--- src/rtl/hts_pkg.sv ---
// ----------------------------------------------------------------------------
// Hall tachometer package
// Types, codes and constants shared by the tachometer modules.
// ----------------------------------------------------------------------------
`default_nettype none

package hts_pkg;

   localparam int TIMER_WIDTH         = 16;
   localparam int SPEED_WIDTH         = 16;
   localparam int QUARTER_WIDTH       = TIMER_WIDTH - 2;
   localparam int EDGE_COUNT_WIDTH    = 3;
   localparam int COUNTER_WIDTH       = 8;
   localparam int HISTORY_DEPTH       = 4;
   localparam int HISTORY_INDEX_WIDTH = $clog2(HISTORY_DEPTH);
   localparam int HISTORY_SUM_WIDTH   = SPEED_WIDTH + HISTORY_INDEX_WIDTH;
   localparam int DIV_STEPS           = SPEED_WIDTH;
   localparam int DIV_COUNT_WIDTH     = $clog2(DIV_STEPS);
   localparam int KIND_WIDTH          = 2;
   localparam int REQ_TDATA_WIDTH     = 24;
   localparam int RSP_TDATA_WIDTH     = 16;
   localparam int CSR_ADDR_WIDTH      = 5;
   localparam int CSR_DATA_WIDTH      = 32;
   localparam int REG_INDEX_WIDTH     = 3;

   localparam logic [15:0] MIN_PERIOD_RESET     = 16'd200;
   localparam logic [7:0]  EMPTY_LIMIT_RESET    = 8'd20;
   localparam logic [2:0]  EDGES_PER_REV_RESET  = 3'd6;
   localparam logic [7:0]  OVERFLOW_LIMIT_RESET = 8'd1;
   localparam logic [15:0] RATE_NUMERATOR_RESET = 16'(125000 / 4);
   localparam logic        AVERAGE_ENABLE_RESET = 1'b0;

   localparam logic [SPEED_WIDTH-1:0]   SPEED_SATURATED = '1;
   localparam logic [COUNTER_WIDTH-1:0] OVERFLOW_MAX    = '1;

   typedef enum logic [KIND_WIDTH-1:0] {
      KIND_PIN      = 2'd0,
      KIND_OVERFLOW = 2'd1,
      KIND_CALC     = 2'd2
   } kind_type;

   typedef enum logic [REG_INDEX_WIDTH-1:0] {
      REG_MIN_PERIOD     = 3'd0,
      REG_EMPTY_LIMIT    = 3'd1,
      REG_EDGES_PER_REV  = 3'd2,
      REG_OVERFLOW_LIMIT = 3'd3,
      REG_RATE_NUMERATOR = 3'd4,
      REG_AVERAGE_ENABLE = 3'd5
   } reg_index_type;

   typedef enum logic [2:0] {
      ST_IDLE,
      ST_DIVIDE,
      ST_APPLY,
      ST_AVERAGE,
      ST_EMIT
   } state_type;

   typedef struct packed {
      logic [15:0] min_period;
      logic [7:0]  empty_limit;
      logic [2:0]  edges_per_rev;
      logic [7:0]  overflow_limit;
      logic [15:0] rate_numerator;
      logic        average_enable;
   } cfg_type;

   typedef struct packed {
      logic                   done;
      logic [SPEED_WIDTH-1:0] quotient;
   } div_status_type;

endpackage

`default_nettype wire

--- src/rtl/hts_csr.sv ---
// ----------------------------------------------------------------------------
// Hall tachometer configuration registers
// APB-style register file holding the six tachometer settings.
// ----------------------------------------------------------------------------
`default_nettype none

module hts_csr (
   input  wire logic                               clock,
   input  wire logic                               reset,
   input  wire logic                               csr_psel,
   input  wire logic                               csr_penable,
   input  wire logic                               csr_pwrite,
   input  wire logic [hts_pkg::CSR_ADDR_WIDTH-1:0] csr_paddr,
   input  wire logic [hts_pkg::CSR_DATA_WIDTH-1:0] csr_pwdata,
   output logic      [hts_pkg::CSR_DATA_WIDTH-1:0] csr_prdata,
   output logic                                    csr_pready,
   output hts_pkg::cfg_type                        cfg
);

   hts_pkg::cfg_type       cfg_ff;
   hts_pkg::cfg_type       cfg_in;
   hts_pkg::reg_index_type reg_index;
   logic                   write_fire;

   assign reg_index  = hts_pkg::reg_index_type'(csr_paddr[hts_pkg::CSR_ADDR_WIDTH-1:2]);
   assign write_fire = csr_psel & csr_penable & csr_pwrite & csr_pready;
   assign csr_pready = 1'b1;
   assign cfg        = cfg_ff;

   always_comb begin
      cfg_in = cfg_ff;
      if (write_fire) begin
         unique case (reg_index)
            hts_pkg::REG_MIN_PERIOD:     cfg_in.min_period     = csr_pwdata[15:0];
            hts_pkg::REG_EMPTY_LIMIT:    cfg_in.empty_limit    = csr_pwdata[7:0];
            hts_pkg::REG_EDGES_PER_REV:  cfg_in.edges_per_rev  = csr_pwdata[2:0];
            hts_pkg::REG_OVERFLOW_LIMIT: cfg_in.overflow_limit = csr_pwdata[7:0];
            hts_pkg::REG_RATE_NUMERATOR: cfg_in.rate_numerator = csr_pwdata[15:0];
            hts_pkg::REG_AVERAGE_ENABLE: cfg_in.average_enable = csr_pwdata[0];
            default:                     cfg_in = cfg_ff;
         endcase
      end
   end

   always_comb begin
      unique case (reg_index)
         hts_pkg::REG_MIN_PERIOD:     csr_prdata = 32'(cfg_ff.min_period);
         hts_pkg::REG_EMPTY_LIMIT:    csr_prdata = 32'(cfg_ff.empty_limit);
         hts_pkg::REG_EDGES_PER_REV:  csr_prdata = 32'(cfg_ff.edges_per_rev);
         hts_pkg::REG_OVERFLOW_LIMIT: csr_prdata = 32'(cfg_ff.overflow_limit);
         hts_pkg::REG_RATE_NUMERATOR: csr_prdata = 32'(cfg_ff.rate_numerator);
         hts_pkg::REG_AVERAGE_ENABLE: csr_prdata = 32'(cfg_ff.average_enable);
         default:                     csr_prdata = '0;
      endcase
   end

   always_ff @(posedge clock) begin
      if (reset) begin
         cfg_ff.min_period     <= hts_pkg::MIN_PERIOD_RESET;
         cfg_ff.empty_limit    <= hts_pkg::EMPTY_LIMIT_RESET;
         cfg_ff.edges_per_rev  <= hts_pkg::EDGES_PER_REV_RESET;
         cfg_ff.overflow_limit <= hts_pkg::OVERFLOW_LIMIT_RESET;
         cfg_ff.rate_numerator <= hts_pkg::RATE_NUMERATOR_RESET;
         cfg_ff.average_enable <= hts_pkg::AVERAGE_ENABLE_RESET;
      end else begin
         cfg_ff <= cfg_in;
      end
   end

endmodule

`default_nettype wire

--- src/rtl/hts_div.sv ---
// ----------------------------------------------------------------------------
// Hall tachometer divider
// Restoring divider, one quotient bit per cycle, pulses done with the result.
// ----------------------------------------------------------------------------
`default_nettype none

module hts_div (
   input  wire logic                                clock,
   input  wire logic                                reset,
   input  wire logic                                start,
   input  wire logic [hts_pkg::SPEED_WIDTH-1:0]     dividend,
   input  wire logic [hts_pkg::QUARTER_WIDTH-1:0]   divisor,
   output hts_pkg::div_status_type                  status
);

   logic                                  busy_ff;
   logic                                  busy_in;
   logic                                  done_ff;
   logic                                  done_in;
   logic [hts_pkg::DIV_COUNT_WIDTH-1:0]   count_ff;
   logic [hts_pkg::DIV_COUNT_WIDTH-1:0]   count_in;
   logic [hts_pkg::QUARTER_WIDTH-1:0]     rem_ff;
   logic [hts_pkg::QUARTER_WIDTH-1:0]     rem_in;
   logic [hts_pkg::SPEED_WIDTH-1:0]       quot_ff;
   logic [hts_pkg::SPEED_WIDTH-1:0]       quot_in;
   logic [hts_pkg::QUARTER_WIDTH-1:0]     divisor_ff;
   logic [hts_pkg::QUARTER_WIDTH-1:0]     divisor_in;
   logic [hts_pkg::QUARTER_WIDTH:0]       rem_shift;
   logic [hts_pkg::QUARTER_WIDTH+1:0]     diff;

   assign rem_shift = {rem_ff, quot_ff[hts_pkg::SPEED_WIDTH-1]};
   assign diff      = {1'b0, rem_shift} - {2'b00, divisor_ff};

   assign status.done     = done_ff;
   assign status.quotient = quot_ff;

   always_comb begin
      busy_in    = busy_ff;
      done_in    = 1'b0;
      count_in   = count_ff;
      rem_in     = rem_ff;
      quot_in    = quot_ff;
      divisor_in = divisor_ff;
      if (start) begin
         busy_in    = 1'b1;
         count_in   = '0;
         rem_in     = '0;
         quot_in    = dividend;
         divisor_in = divisor;
      end else if (busy_ff) begin
         if (!diff[hts_pkg::QUARTER_WIDTH+1]) begin
            rem_in  = diff[hts_pkg::QUARTER_WIDTH-1:0];
            quot_in = {quot_ff[hts_pkg::SPEED_WIDTH-2:0], 1'b1};
         end else begin
            rem_in  = rem_shift[hts_pkg::QUARTER_WIDTH-1:0];
            quot_in = {quot_ff[hts_pkg::SPEED_WIDTH-2:0], 1'b0};
         end
         count_in = count_ff + 1'b1;
         if (count_ff == hts_pkg::DIV_COUNT_WIDTH'(hts_pkg::DIV_STEPS - 1)) begin
            busy_in = 1'b0;
            done_in = 1'b1;
         end
      end
   end

   always_ff @(posedge clock) begin
      if (reset) begin
         busy_ff  <= 1'b0;
         done_ff  <= 1'b0;
         count_ff <= '0;
      end else begin
         busy_ff  <= busy_in;
         done_ff  <= done_in;
         count_ff <= count_in;
      end
      rem_ff     <= rem_in;
      quot_ff    <= quot_in;
      divisor_ff <= divisor_in;
   end

endmodule

`default_nettype wire

--- src/rtl/hall_tachometer_speed.sv ---
// ----------------------------------------------------------------------------
// Hall tachometer speed
// Period-measuring tachometer for one hall sensor channel.
// ----------------------------------------------------------------------------
// One transaction in gives one transaction out. Pin samples, overflow ticks
// and calculation ticks that leave the speed alone or clear it go from
// acceptance straight to the emit state. A dividing calculation tick runs the
// 16-step restoring divider, then the apply state, the average state when
// averaging is enabled, and the emit state. A calculation tick whose quartered
// period is zero skips the divider and saturates the speed via the apply state.
// The input is not ready while a transaction is in progress; a finished
// result waits in the output register while the next transaction is taken.
`default_nettype none

module hall_tachometer_speed (
   input  wire logic                                 clock,
   input  wire logic                                 reset,
   input  wire logic                                 req_tvalid,
   output logic                                      req_tready,
   // [0] pin_level, [16:1] timer_count, [23:17] zero
   input  wire logic [hts_pkg::REQ_TDATA_WIDTH-1:0]  req_tdata,
   // [1:0] kind
   input  wire logic [hts_pkg::KIND_WIDTH-1:0]       req_tuser,
   output logic                                      rsp_tvalid,
   input  wire logic                                 rsp_tready,
   // [15:0] speed
   output logic      [hts_pkg::RSP_TDATA_WIDTH-1:0]  rsp_tdata,
   // [0] speed_updated
   output logic      [0:0]                           rsp_tuser,
   input  wire logic                                 csr_psel,
   input  wire logic                                 csr_penable,
   input  wire logic                                 csr_pwrite,
   input  wire logic [hts_pkg::CSR_ADDR_WIDTH-1:0]   csr_paddr,
   input  wire logic [hts_pkg::CSR_DATA_WIDTH-1:0]   csr_pwdata,
   output logic      [hts_pkg::CSR_DATA_WIDTH-1:0]   csr_prdata,
   output logic                                      csr_pready
);

   localparam int TW = hts_pkg::TIMER_WIDTH;
   localparam int SW = hts_pkg::SPEED_WIDTH;
   localparam int CW = hts_pkg::COUNTER_WIDTH;
   localparam int EW = hts_pkg::EDGE_COUNT_WIDTH;
   localparam int HW = hts_pkg::HISTORY_INDEX_WIDTH;

   hts_pkg::cfg_type        cfg;
   hts_pkg::div_status_type div_status;
   hts_pkg::state_type      state_ff;
   hts_pkg::state_type      state_in;
   hts_pkg::kind_type       req_kind;

   logic                    last_pin_ff, last_pin_in;
   logic [TW-1:0]           last_edge_time_ff, last_edge_time_in;
   logic [EW-1:0]           edge_count_ff, edge_count_in;
   logic [TW-1:0]           window_open_ff, window_open_in;
   logic [TW-1:0]           window_start_ff, window_start_in;
   logic [TW-1:0]           window_end_ff, window_end_in;
   logic [CW-1:0]           overflow_count_ff, overflow_count_in;
   logic [CW-1:0]           empty_count_ff, empty_count_in;
   logic [SW-1:0]           history_ff [hts_pkg::HISTORY_DEPTH];
   logic [SW-1:0]           history_in [hts_pkg::HISTORY_DEPTH];
   logic [HW-1:0]           history_index_ff, history_index_in;
   logic [SW-1:0]           speed_value_ff, speed_value_in;
   logic                    updated_ff, updated_in;
   logic [SW-1:0]           rate_ff, rate_in;
   logic                    rsp_valid_ff, rsp_valid_in;
   logic [SW-1:0]           rsp_speed_ff, rsp_speed_in;
   logic                    rsp_updated_ff, rsp_updated_in;

   logic                    req_fire;
   logic                    req_pin;
   logic [TW-1:0]           req_timer;
   logic [EW-1:0]           edge_next;
   logic [TW-1:0]           period;
   logic [hts_pkg::QUARTER_WIDTH-1:0] quarter;
   logic [hts_pkg::HISTORY_SUM_WIDTH-1:0] history_sum;
   logic                    div_start;

   assign req_tready = (state_ff == hts_pkg::ST_IDLE);
   assign req_fire   = req_tvalid & req_tready;
   assign req_kind   = hts_pkg::kind_type'(req_tuser);
   assign req_pin    = req_tdata[0];
   assign req_timer  = req_tdata[TW:1];
   assign edge_next  = edge_count_ff + 1'b1;
   assign period     = window_end_ff - window_start_ff;
   assign quarter    = period[TW-1:2];

   assign rsp_tvalid   = rsp_valid_ff;
   assign rsp_tdata    = rsp_speed_ff;
   assign rsp_tuser[0] = rsp_updated_ff;

   hts_csr u_csr (
      .clock       (clock),
      .reset       (reset),
      .csr_psel    (csr_psel),
      .csr_penable (csr_penable),
      .csr_pwrite  (csr_pwrite),
      .csr_paddr   (csr_paddr),
      .csr_pwdata  (csr_pwdata),
      .csr_prdata  (csr_prdata),
      .csr_pready  (csr_pready),
      .cfg         (cfg)
   );

   hts_div u_div (
      .clock    (clock),
      .reset    (reset),
      .start    (div_start),
      .dividend (cfg.rate_numerator),
      .divisor  (quarter),
      .status   (div_status)
   );

   always_comb begin
      history_sum = '0;
      for (int i = 0; i < hts_pkg::HISTORY_DEPTH; i++) begin
         history_sum = history_sum + hts_pkg::HISTORY_SUM_WIDTH'(history_ff[i]);
      end
   end

   always_comb begin
      state_in          = state_ff;
      last_pin_in       = last_pin_ff;
      last_edge_time_in = last_edge_time_ff;
      edge_count_in     = edge_count_ff;
      window_open_in    = window_open_ff;
      window_start_in   = window_start_ff;
      window_end_in     = window_end_ff;
      overflow_count_in = overflow_count_ff;
      empty_count_in    = empty_count_ff;
      history_in        = history_ff;
      history_index_in  = history_index_ff;
      speed_value_in    = speed_value_ff;
      updated_in        = updated_ff;
      rate_in           = rate_ff;
      rsp_valid_in      = rsp_valid_ff & ~rsp_tready;
      rsp_speed_in      = rsp_speed_ff;
      rsp_updated_in    = rsp_updated_ff;
      div_start         = 1'b0;

      unique case (state_ff)
         hts_pkg::ST_IDLE: begin
            if (req_fire) begin
               updated_in = 1'b0;
               state_in   = hts_pkg::ST_EMIT;
               case (req_kind)
                  hts_pkg::KIND_PIN: begin
                     if (req_pin && !last_pin_ff) begin
                        if (last_edge_time_ff != '0) begin
                           if (edge_next == cfg.edges_per_rev) begin
                              edge_count_in     = '0;
                              window_end_in     = req_timer;
                              window_start_in   = window_open_ff;
                              window_open_in    = req_timer;
                              overflow_count_in = '0;
                           end else begin
                              edge_count_in = edge_next;
                           end
                        end
                        last_edge_time_in = req_timer;
                     end
                     last_pin_in = req_pin;
                  end
                  hts_pkg::KIND_OVERFLOW: begin
                     if (overflow_count_ff != hts_pkg::OVERFLOW_MAX) begin
                        overflow_count_in = overflow_count_ff + 1'b1;
                     end
                  end
                  hts_pkg::KIND_CALC: begin
                     if (overflow_count_ff > cfg.overflow_limit) begin
                        speed_value_in    = '0;
                        window_start_in   = '0;
                        window_end_in     = '0;
                        overflow_count_in = '0;
                        updated_in        = 1'b1;
                     end else if (window_start_ff != '0 && window_end_ff != '0) begin
                        if (period > cfg.min_period) begin
                           window_start_in = '0;
                           window_end_in   = '0;
                           empty_count_in  = '0;
                           updated_in      = 1'b1;
                           if (quarter == '0) begin
                              rate_in  = hts_pkg::SPEED_SATURATED;
                              state_in = hts_pkg::ST_APPLY;
                           end else begin
                              div_start = 1'b1;
                              state_in  = hts_pkg::ST_DIVIDE;
                           end
                        end
                     end else begin
                        empty_count_in = empty_count_ff + 1'b1;
                        if (empty_count_ff > cfg.empty_limit) begin
                           speed_value_in = '0;
                           empty_count_in = '0;
                           updated_in     = 1'b1;
                        end
                     end
                  end
                  default: begin
                     state_in = hts_pkg::ST_EMIT;
                  end
               endcase
            end
         end
         hts_pkg::ST_DIVIDE: begin
            if (div_status.done) begin
               rate_in  = div_status.quotient;
               state_in = hts_pkg::ST_APPLY;
            end
         end
         hts_pkg::ST_APPLY: begin
            if (cfg.average_enable) begin
               history_in[history_index_ff] = rate_ff;
               history_index_in             = history_index_ff + 1'b1;
               state_in                     = hts_pkg::ST_AVERAGE;
            end else begin
               speed_value_in = rate_ff;
               state_in       = hts_pkg::ST_EMIT;
            end
         end
         hts_pkg::ST_AVERAGE: begin
            speed_value_in = history_sum[hts_pkg::HISTORY_SUM_WIDTH-1:HW];
            state_in       = hts_pkg::ST_EMIT;
         end
         hts_pkg::ST_EMIT: begin
            if (!rsp_valid_ff || rsp_tready) begin
               rsp_valid_in   = 1'b1;
               rsp_speed_in   = speed_value_ff;
               rsp_updated_in = updated_ff;
               state_in       = hts_pkg::ST_IDLE;
            end
         end
         default: begin
            state_in = hts_pkg::ST_IDLE;
         end
      endcase
   end

   always_ff @(posedge clock) begin
      if (reset) begin
         state_ff          <= hts_pkg::ST_IDLE;
         last_pin_ff       <= 1'b0;
         last_edge_time_ff <= '0;
         edge_count_ff     <= '0;
         window_open_ff    <= '0;
         window_start_ff   <= '0;
         window_end_ff     <= '0;
         overflow_count_ff <= '0;
         empty_count_ff    <= '0;
         for (int i = 0; i < hts_pkg::HISTORY_DEPTH; i++) begin
            history_ff[i] <= '0;
         end
         history_index_ff  <= '0;
         speed_value_ff    <= '0;
         updated_ff        <= 1'b0;
         rsp_valid_ff      <= 1'b0;
      end else begin
         state_ff          <= state_in;
         last_pin_ff       <= last_pin_in;
         last_edge_time_ff <= last_edge_time_in;
         edge_count_ff     <= edge_count_in;
         window_open_ff    <= window_open_in;
         window_start_ff   <= window_start_in;
         window_end_ff     <= window_end_in;
         overflow_count_ff <= overflow_count_in;
         empty_count_ff    <= empty_count_in;
         history_ff        <= history_in;
         history_index_ff  <= history_index_in;
         speed_value_ff    <= speed_value_in;
         updated_ff        <= updated_in;
         rsp_valid_ff      <= rsp_valid_in;
      end
      rate_ff        <= rate_in;
      rsp_speed_ff   <= rsp_speed_in;
      rsp_updated_ff <= rsp_updated_in;
   end

endmodule

`default_nettype wire

--- config.mk ---
export PLATFORM = sky130hd
export DESIGN_NAME = hall_tachometer_speed
export DESIGN_NICKNAME = d
export VERILOG_FILES = /design/src/rtl/hts_pkg.sv /design/src/rtl/hts_csr.sv /design/src/rtl/hts_div.sv /design/src/rtl/hall_tachometer_speed.sv
export SDC_FILE = /design/constraint.sdc
export NUM_CORES = 1
export LEC_CHECK = 0
export ABC_AREA = 1
export BUFFER_PORTS_ARGS = -buffer_cell sky130_fd_sc_hd__buf_2
export CORE_MARGIN = 2
export CORE_UTILIZATION = 40
export DETAILED_ROUTE_END_ITERATION = 10
export GPL_ROUTABILITY_DRIVEN = 0
export HOLD_SLACK_MARGIN = 0.05
export PLACE_DENSITY = 0.58
export SYNTH_ARGS = -nofsm -noshare
export SYNTH_HDL_FRONTEND = slang
export SYNTH_SLANG_ARGS = --single-unit
--- constraint.sdc ---
create_clock -name clock -period 13.15 [get_ports clock]
set_input_delay 1.9725 -clock clock [delete_from_list [all_inputs] [get_ports clock]]
set_output_delay 1.9725 -clock clock [all_outputs]
set_load 0.005 [all_outputs]
==> results.toml, run 1 <==
[sta]
tightest_slew_ns = 1.08
drv_slew = 0
clock_skew_ns = 0.0101
rsz0062_at_grt = "no"
setup_tns_ns = 0
maxSlewHeadroom = 0.281
fmax_mhz = 177
period_needed_ns = 5.65
timing.final.crit_share = 0.430
final_hold_viol_count = 0
final-setup-viol-count = 0

[cts]
cts-htree-levels = 2
clkSlewWorstSetupHoldPaths_ns = 0.06
cts_resized = 0
cts_made_buffers = 36
cts_tree = "yes"
clock_latency_ns = 0.53
clockBufferDepth = 3
cts_hold_buf = 0
cts-root-buf = "clkbuf_16"
post_cts_buffers = 0
numClockSinks = 306

[global_routing]
grt_pass1_wl_um = 65800
antenna_found_initial = 1
grt_max_degree = 111
track_usage = 0.197
grt_pass1_vias = 12700
overflow = 0

[worst_setup_path]
critPathKind = "input pin to output port"
cp-start-kind = "input pin"
r2r_cells = 26
endpoint_kind = "output port"
crit_start = "csr_paddr[3]"
critPathMaxFanout = 11
worstPathArrival_ns = 3.68
cp-endpoint = "csr_prdata[2]"
reg2reg_from = "window_end_ff[0]"
crit_required_ns = 11.18
cp_slowest_cell = "nand2_1"
reg2reg_to = "u_div.quot_ff[2]"
cpMostUsedCell = "buf_2"
slowest_delay_ns = 0.45
rrSetupSlack_ns = 8.35
path_cells = "buf_2 -> nor2_1 -> nand2_1 -> inv_1 -> a221oi_1 -> o21ai_0 -> buf_2"

[power]
internal-power_mw = 2.19
power.density_nw_per_um2 = 197
ir_drop_mv = 0.0997
swShare = 0.374
seq_power_share = 0.345
clockPowerShare = 0.292
p_leak_nw = 7.60
net-switching-power_mw = 1.31
pwr-share-comb = 0.363

[finish]
drive_above_1_share = 0.0862
largest_reg_flops = 64
multi_input_area_um2 = 7880
synthToLayoutAreaGrowth_pct = 12.0
post-route-util = 0.456
diodes = 0
fin_nets = 2249
regArea_um2 = 6760
largest-register = "history_ff"
n_fill_cell = 3870

[die]
rows = 72
die_x_um = 203
die_area_um2 = 41300
initial_utilization = 0.407
design.portCount = 122
dieHeight_um = 203
core-area_um2 = 38900

[synth]
ys_async_sr_fraction = 0
synth_commonest_cells = "349 x nand2_1, 243 x dfxtp_1, 230 x nor2_1"
syn-cell-area_um2 = 15900
ys.flop_type = "dfxtp_1"
synthTopCellsByArea = "dfxtp_1 31%, edfxtp_1 12%, nand2_1 8.3%, a21oi_1 6.9%, ha_1 6.6%"
yosysMostFrequentCell = "nand2_1"
synth_warnings = 0
ys_ff_latch = 306
synth-edff-count = 63
synth_cells = 2016
synth_cell_types = 50
syn_avg_cell_area_um2 = 7.87
synth_top_area_cell = "dfxtp_1"
synth_top_area_frac = 0.307
ys_seq_area_frac = 0.426

[place]
io_buffers = 79
hpwl_um = 29700

[routing]
vias_per_cell = 5.14
drc_errors = 0
drt_pass1_iterations = 6
drt_iter0_drc = 867
wl_um = 40500
dr_total_vias = 13400
wl_per_cell_um = 15.5
antenna_left = 0

[min_path]
hold_class = "flop to flop"
min_path_cells = 0

[job]
drv_cap = 0

[run_status]
outcome = "finished, final reports clean"
[kinds of logic after synthesis]
family | after synthesis | share of synthesized area
flops | 306 | 0.426
fa+ha+maj | 118 | 0.109
other cells | 2 | 0.000474
buf+inv | 311 | 0.0814
xor+xnor | 26 | 0.0144
simple gates | 757 | 0.201
compound gates | 496 | 0.168
[layout make-up]
cell class              count  share of cell area
multi-input cells        1414               0.443
flip-flops and latches    306               0.380
clock buffers              45              0.0555
inverters                 216              0.0457
well taps                 518              0.0365
repair buffers             87              0.0258
clock inverters            19              0.0125
[routing by layer]
metal	GRT usage	vias to the layer above	wire, um
met1	0.266	6239	19000
met3	0.0274	65	1850
li1	-	6780	-
met2	0.328	295	18700
met4	0.0613	2	948
met5	0	-	13
[critical path, delay by kind of cell]
| family | cells | cell delay [ns] |
|---|---|---|
| buf+inv | 3 | 0.61 |
| compound gates | 2 | 0.57 |
| simple gates | 2 | 0.52 |
[layout by cell type, fill, tap and decap left out, types with 15 or more instances in the layout]
cell	instances
nand2_1	349
dfxtp_1	243
nor2_1	228
a21oi_1	220
inv_1	212
o21ai_0	197
nand3_1	94
ha_1	84
buf_2	78
edfxtp_1	63
clkbuf_16	37
fa_1	34
or2_2	20
o22ai_1	19
conb_1	17
xnor2_1	15
nand4_1	15
nor3_1	15
[per-stage QoR]
step	setup slack, ns	instance area [um^2]	hold slack, ns	power (mW)	cells
floorplan	8.27	15900	0.403	2.16	2031
global placement	7.54	16600	0.410	2.48	2541
detailed placement	7.55	16600	0.408	2.50	2541
CTS	7.55	17800	0.421	3.54	2605
global route	7.44	17800	0.438	3.78	2605
finish	7.50	17800	0.423	3.51	2605
[power by group through the flow]
| stage | combinational, mW | sequential (mW) | clock [mW] |
|---|---|---|---|
| 5_1_grt | 1.47 | 1.22 | 1.08 |
| 2_1_floorplan | 0.959 | 1.20 | 0 |
| 3_5_place_dp | 1.27 | 1.23 | 0 |
| 4_1_cts | 1.28 | 1.21 | 1.05 |
| 6_report | 1.27 | 1.21 | 1.02 |
| 3_3_place_gp | 1.25 | 1.23 | 0 |
[worst min path at each step]
stage,start,endpoint
5_1_grt,speed_value_ff[0],rsp_tdata[0]
4_1_cts,speed_value_ff[9],rsp_tdata[9]
2_1_floorplan,speed_value_ff[0],rsp_tdata[0]
3_5_place_dp,speed_value_ff[12],rsp_tdata[12]
3_3_place_gp,speed_value_ff[11],rsp_tdata[11]
6_report,speed_value_ff[12],rsp_tdata[12]
Note: power is estimated with default switching activity, not from simulation.
==> run 2, diff against run 1 <==
--- a/config.mk
+++ b/config.mk
@@ -5,7 +5,7 @@
 export SDC_FILE = /design/constraint.sdc
 export NUM_CORES = 1
 export LEC_CHECK = 0
-export ABC_AREA = 1
+export ABC_AREA = 0
 export BUFFER_PORTS_ARGS = -buffer_cell sky130_fd_sc_hd__buf_2
 export CORE_MARGIN = 2
 export CORE_UTILIZATION = 40
==> constraint.sdc (replaced) <==
create_clock -name clock -period 5.2 [get_ports clock]
set_input_delay 0.78 -clock clock [delete_from_list [all_inputs] [get_ports clock]]
set_output_delay 0.78 -clock clock [all_outputs]
set_load 0.005 [all_outputs]
==> results.toml, run 2 <==
[die]
initial_utilization = 0.404
dieHeight_um = 204
core-area_um2 = 39700
die_x_um = 204
design.portCount = 122
die_area_um2 = 41800
rows = 73

[power]
finalPower_mw = 5.41
clockPowerShare = 0.482
seq_power_share = 0.453
pwr-share-comb = 0.065
swShare = 0.234
ir_drop_mv = 0.204
internal-power_mw = 4.15
p_leak_nw = 7.20
net-switching-power_mw = 1.27
power.density_nw_per_um2 = 299

[worst_setup_path]
path_cells = "ha_1 -> inv_1 -> fa_1 -> a211oi_4 -> o21ai_2 -> a211oi_2 -> mux2_4 -> ha_1 -> and4_1 -> and2_1 -> o2111a_1 -> a211oi_1 -> a311oi_1 -> nand4_1 -> buf_4 -> a21oi_4 -> buf_12 -> mux2_1"
slowest_delay_ns = 0.45
cp-start-kind = "flop"
cp_slowest_cell = "fa_1"
crit_required_ns = 5.50
r2r_cells = 18
crit_family = "compound AO/OA/AOI/OAI gates"
critPathKind = "flop to flop"
endpoint_kind = "flop"
crit_cells = 18
cpMostUsedCell = "ha_1"
critPathMaxFanout = 41
worstPathArrival_ns = 5.20
cp_num_buf_inv = 3

[global_routing]
top_usage_layer = "met2"
grt_use_met2 = 0.334
grt_pass1_wl_um = 64200
track_usage = 0.193
grt_pass1_vias = 12000
antenna_found_initial = 0
grt_max_degree = 128
overflow = 0
met3_usage = 0.0279
met1_usage = 0.242

[synth]
synth_top_area_frac = 0.303
synthTopCellsByArea = "dfxtp_1 30%, edfxtp_1 12%, nand2_1 7.2%, ha_1 6.5%, a21oi_1 5.8%"
synth_cells = 1805
ys.flop_type = "dfxtp_1"
synth_warnings = 0
syn_avg_cell_area_um2 = 8.90
ys_async_sr_fraction = 0
synth_cell_types = 75
synth-edff-count = 63
ys_ff_latch = 306
synth_commonest_cells = "310 x nand2_1, 243 x dfxtp_1, 187 x a21oi_1"
ys_seq_area_frac = 0.421
yosysMostFrequentCell = "nand2_1"
synth_top_area_cell = "dfxtp_1"
syn-cell-area_um2 = 16100

[sta]
fmax_mhz = 204
final_hold_viol_count = 0
hold_slack_ns = 0.427
maxSlewHeadroom = 0.0701
final-setup-viol-count = 0
timing.final.crit_share = 0.942
drv_slew = 0
period_needed_ns = 4.90
tightest_slew_ns = 1.36
setup_tns_ns = 0
clock_skew_ns = 0.0241
worst_slack_ns = 0.302
rsz0062_at_grt = "no"

[place]
io_buffers = 79
dp.cells = 2335
hpwl_um = 28800
pre_cts_slack_ns = 0.182
placed_area_um2 = 16800

[finish]
synthToLayoutAreaGrowth_pct = 12.6
final_cell_mix = "310 x nand2_1, 243 x dfxtp_1, 187 x a21oi_1"
largest_reg_flops = 64
drive_above_1_share = 0.107
final_common_cell = "nand2_1"
fin_area_um2 = 18100
post-route-util = 0.455
fin_cells = 2401
largest-register = "history_ff"
fin_nets = 2037
diodes = 0

[cts]
clkSlewWorstSetupHoldPaths_ns = 0.06
cts_tree = "yes"
numClockSinks = 306
clock_latency_ns = 0.56
clockBufferDepth = 3
cts_hold_buf = 0
cts-htree-levels = 2
cts_made_buffers = 36
cts-root-buf = "clkbuf_16"

[routing]
drt_pass1_iterations = 5
wl_per_cell_um = 16.6
wl_um = 39800
drt_iter0_drc = 637
drc_errors = 0
antenna_left = 0
vias_per_cell = 5.23
dr_total_vias = 12600

[min_path]
hold_class = "flop to flop"
min_path_cells = 0

[job]
drv_cap = 0

[run_status]
outcome = "finished, final reports clean"
## run 2: cell type report
cell class	instances	area [um^2]
clock buffers	53	1110
clock inverters	12	125
fillers	3880	21600
inverters	94	353
multi-input cells	1314	8530
flip-flops and latches	306	6760
well taps	525	657
repair buffers	97	562
## run 2: power by group through the flow
stage          clock network (mW)  logic (mW)  registers, mW
6_report                     2.61       0.352           2.45
5_1_grt                      2.77       0.390           2.45
4_1_cts                      2.68       0.353           2.45
3_5_place_dp                    0       0.351           2.50
3_3_place_gp                    0       0.345           2.50
2_1_floorplan                   0       0.242           2.50
## run 2: timing repair
item	4_1_cts	5_1_grt
resized for setup	0	2
buffers inserted	0	1
setup endpoints to repair	0	33
## run 2: layer usage
metal,wire (um),part of all wire,vias to the layer above
met5,0,0,-
met4,1250,0.031,0
met3,1680,0.042,69
met2,19600,0.49,235
met1,17200,0.43,5937
li1,-,-,6326
## run 2: kinds of logic (layout without fill, tap and decap cells)
group	after synthesis	after routing	synth area share
other cells	2	17	0.000468
xor+xnor	45	45	0.0255
buf+inv	200	256	0.0540
simple gates	671	671	0.188
mux	79	79	0.0534
fa+ha+maj	118	118	0.108
flops	306	306	0.421
compound gates	384	384	0.150
## run 2: final timing paths
path	slack, ns	start	endpoint
setup / recovery	0.30	window_start_ff[0]	u_div.quot_ff[8]
hold / removal	0.43	speed_value_ff[0]	rsp_tdata[0]
setup reg to reg	0.30	window_start_ff[0]	u_div.quot_ff[8]
hold reg to reg	0.43	speed_value_ff[0]	rsp_tdata[0]
==> run 3, diff against run 2 <==
--- a/config.mk
+++ b/config.mk
@@ -12,7 +12,8 @@
 export DETAILED_ROUTE_END_ITERATION = 10
 export GPL_ROUTABILITY_DRIVEN = 0
 export HOLD_SLACK_MARGIN = 0.05
-export PLACE_DENSITY = 0.58
+export PLACE_DENSITY = 0.67
+export SKIP_LAST_GASP = 1
 export SYNTH_ARGS = -nofsm -noshare
 export SYNTH_HDL_FRONTEND = slang
 export SYNTH_SLANG_ARGS = --single-unit
==> results.toml, run 3 (synthesized netlist as in run 2, its figures left out) <==
[run_status]
outcome = "finished, final reports clean"

[worst_setup_path]
rrSetupSlack_ns = 0.28
cp_slowest_cell = "fa_1"
path_cells = "inv_1 -> ha_1 -> inv_1 -> fa_1 -> a211oi_4 -> o21ai_2 -> a211oi_2 -> mux2_4 -> ha_1 -> and4_1 -> and2_1 -> o2111a_1 -> a211oi_1 -> a311oi_1 -> nand4_1 -> a21oi_4 -> buf_6 -> mux2_1"
cp_num_buf_inv = 3
crit_start = "window_end_ff[0]"
endpoint_kind = "flop"
cp-start-kind = "flop"
crit_required_ns = 5.46
reg2reg_from = "window_end_ff[0]"
crit_family = "compound AO/OA/AOI/OAI gates"
critPathKind = "flop to flop"
critPathMaxFanout = 21
worstPathArrival_ns = 5.18
slowest_delay_ns = 0.43

[cts]
cts-root-buf = "clkbuf_16"
clockBufferDepth = 3
cts_tree = "yes"
clock_latency_ns = 0.53
cts_made_buffers = 34
numClockSinks = 306
cts_hold_buf = 0
cts-htree-levels = 2
clkSlewWorstSetupHoldPaths_ns = 0.06

[routing]
drt_iter0_drc = 698
dr_total_vias = 12700
wl_um = 39000
drt_pass1_iterations = 5
antenna_left = 0
vias_per_cell = 5.31
wl_per_cell_um = 16.3
drc_errors = 0

[finish]
largest-register = "history_ff"
fin_area_um2 = 17900
synthToLayoutAreaGrowth_pct = 11.7
drive_above_1_share = 0.101
n_fill_cell = 3839
final_common_cell = "nand2_1"
final_cell_mix = "310 x nand2_1, 243 x dfxtp_1, 187 x a21oi_1"
fin_cells = 2397
fin_nets = 2038
diodes = 0
largest_reg_flops = 64
post-route-util = 0.451

[global_routing]
grt_pass1_wl_um = 62600
grt_max_degree = 83
antenna_found_initial = 0
track_usage = 0.186
grt_pass1_vias = 12500
overflow = 0

[sta]
hold_slack_ns = 0.434
rsz0062_at_grt = "no"
final_hold_viol_count = 0
fmax_mhz = 203
timing.final.crit_share = 0.946
tightest_slew_ns = 1.13
period_needed_ns = 4.92
final-setup-viol-count = 0
drv_slew = 0
maxSlewHeadroom = 0.228
worst_slack_ns = 0.283
clock_skew_ns = 0.0266
setup_tns_ns = 0

[place]
dp.cells = 2338
placed_area_um2 = 16800
pre_cts_slack_ns = 0.207
hpwl_um = 28000
io_buffers = 79

[power]
p_leak_nw = 7.11
finalPower_mw = 5.17
power.density_nw_per_um2 = 288
ir_drop_mv = 0.202

[min_path]
hold_class = "flop to flop"
hold_path.startpoint = "speed_value_ff[0]"

[die]
rows = 73
initial_utilization = 0.404
design.portCount = 122
dieHeight_um = 204
die_area_um2 = 41800
core-area_um2 = 39700
die_x_um = 204

[job]
drv_cap = 0
==> run 3: changes by cell type in the layout (fill, tap and decap cells not counted), sizes merged <==
cell,before,now
buf,97,100
bufinv,2,3
clkbuf,53,45
clkinvlp,0,3
clkinv,7,6
inv,97,95
==> run 3: worst register-to-register path: stages (launching register included) <==
cell and delay (ns):
dfxtp_1 0.33, inv_1 0.06, ha_1 0.15, inv_1 0.06, fa_1 0.43, a211oi_4 0.33
o21ai_2 0.17, a211oi_2 0.23, mux2_4 0.34, ha_1 0.29, and4_1 0.21, and2_1 0.25
o2111a_1 0.26, a211oi_1 0.11, a311oi_1 0.32, nand4_1 0.27, a21oi_4 0.23, buf_6 0.26
mux2_1 0.36
==> run 3: report_power, final <==
| part | leakage (nW) | internal [mW] | total [mW] | switching [mW] |
|---|---|---|---|---|
| clock network | 0.515 | 1.40 | 2.37 | 0.966 |
| logic | 4.06 | 0.130 | 0.352 | 0.222 |
| registers | 2.53 | 2.44 | 2.45 | 0.0144 |
==> run 3: timing repair <==
item	4_1_cts	5_1_grt
setup endpoints to repair	0	31
setup buffers	0	1
resized for setup	0	3
==> run 3: per-layer routing <==
layer / GRT usage / up-vias / part of all wire
met2: 0.328 / 321 / 0.49
met4: 0.0738 / 0 / 0.034
li1: - / 6319 / -
met1: 0.228 / 5993 / 0.43
met3: 0.0271 / 88 / 0.048
met5: 0 / - / 0
==> run 3: path summary, 6_finish.rpt <==
check,cells past startpoint,end
hold / removal,0,rsp_tdata[0]
setup reg to reg,18,u_div.quot_ff[9]
setup / recovery,18,u_div.quot_ff[9]
hold reg to reg,0,rsp_tdata[0]
==> run 3: final cells by class <==
| class | instances | area (um^2) | area share |
|---|---|---|---|
| Inverter | 94 | 353 | 0.0197 |
| Timing Repair Buffer | 100 | 563 | 0.0314 |
| Multi-Input combinational cell | 1314 | 8530 | 0.476 |
| Sequential cell | 306 | 6760 | 0.377 |
| Clock inverter | 13 | 149 | 0.00830 |
| Clock buffer | 45 | 923 | 0.0515 |
| Tap cell | 525 | 657 | 0.0366 |
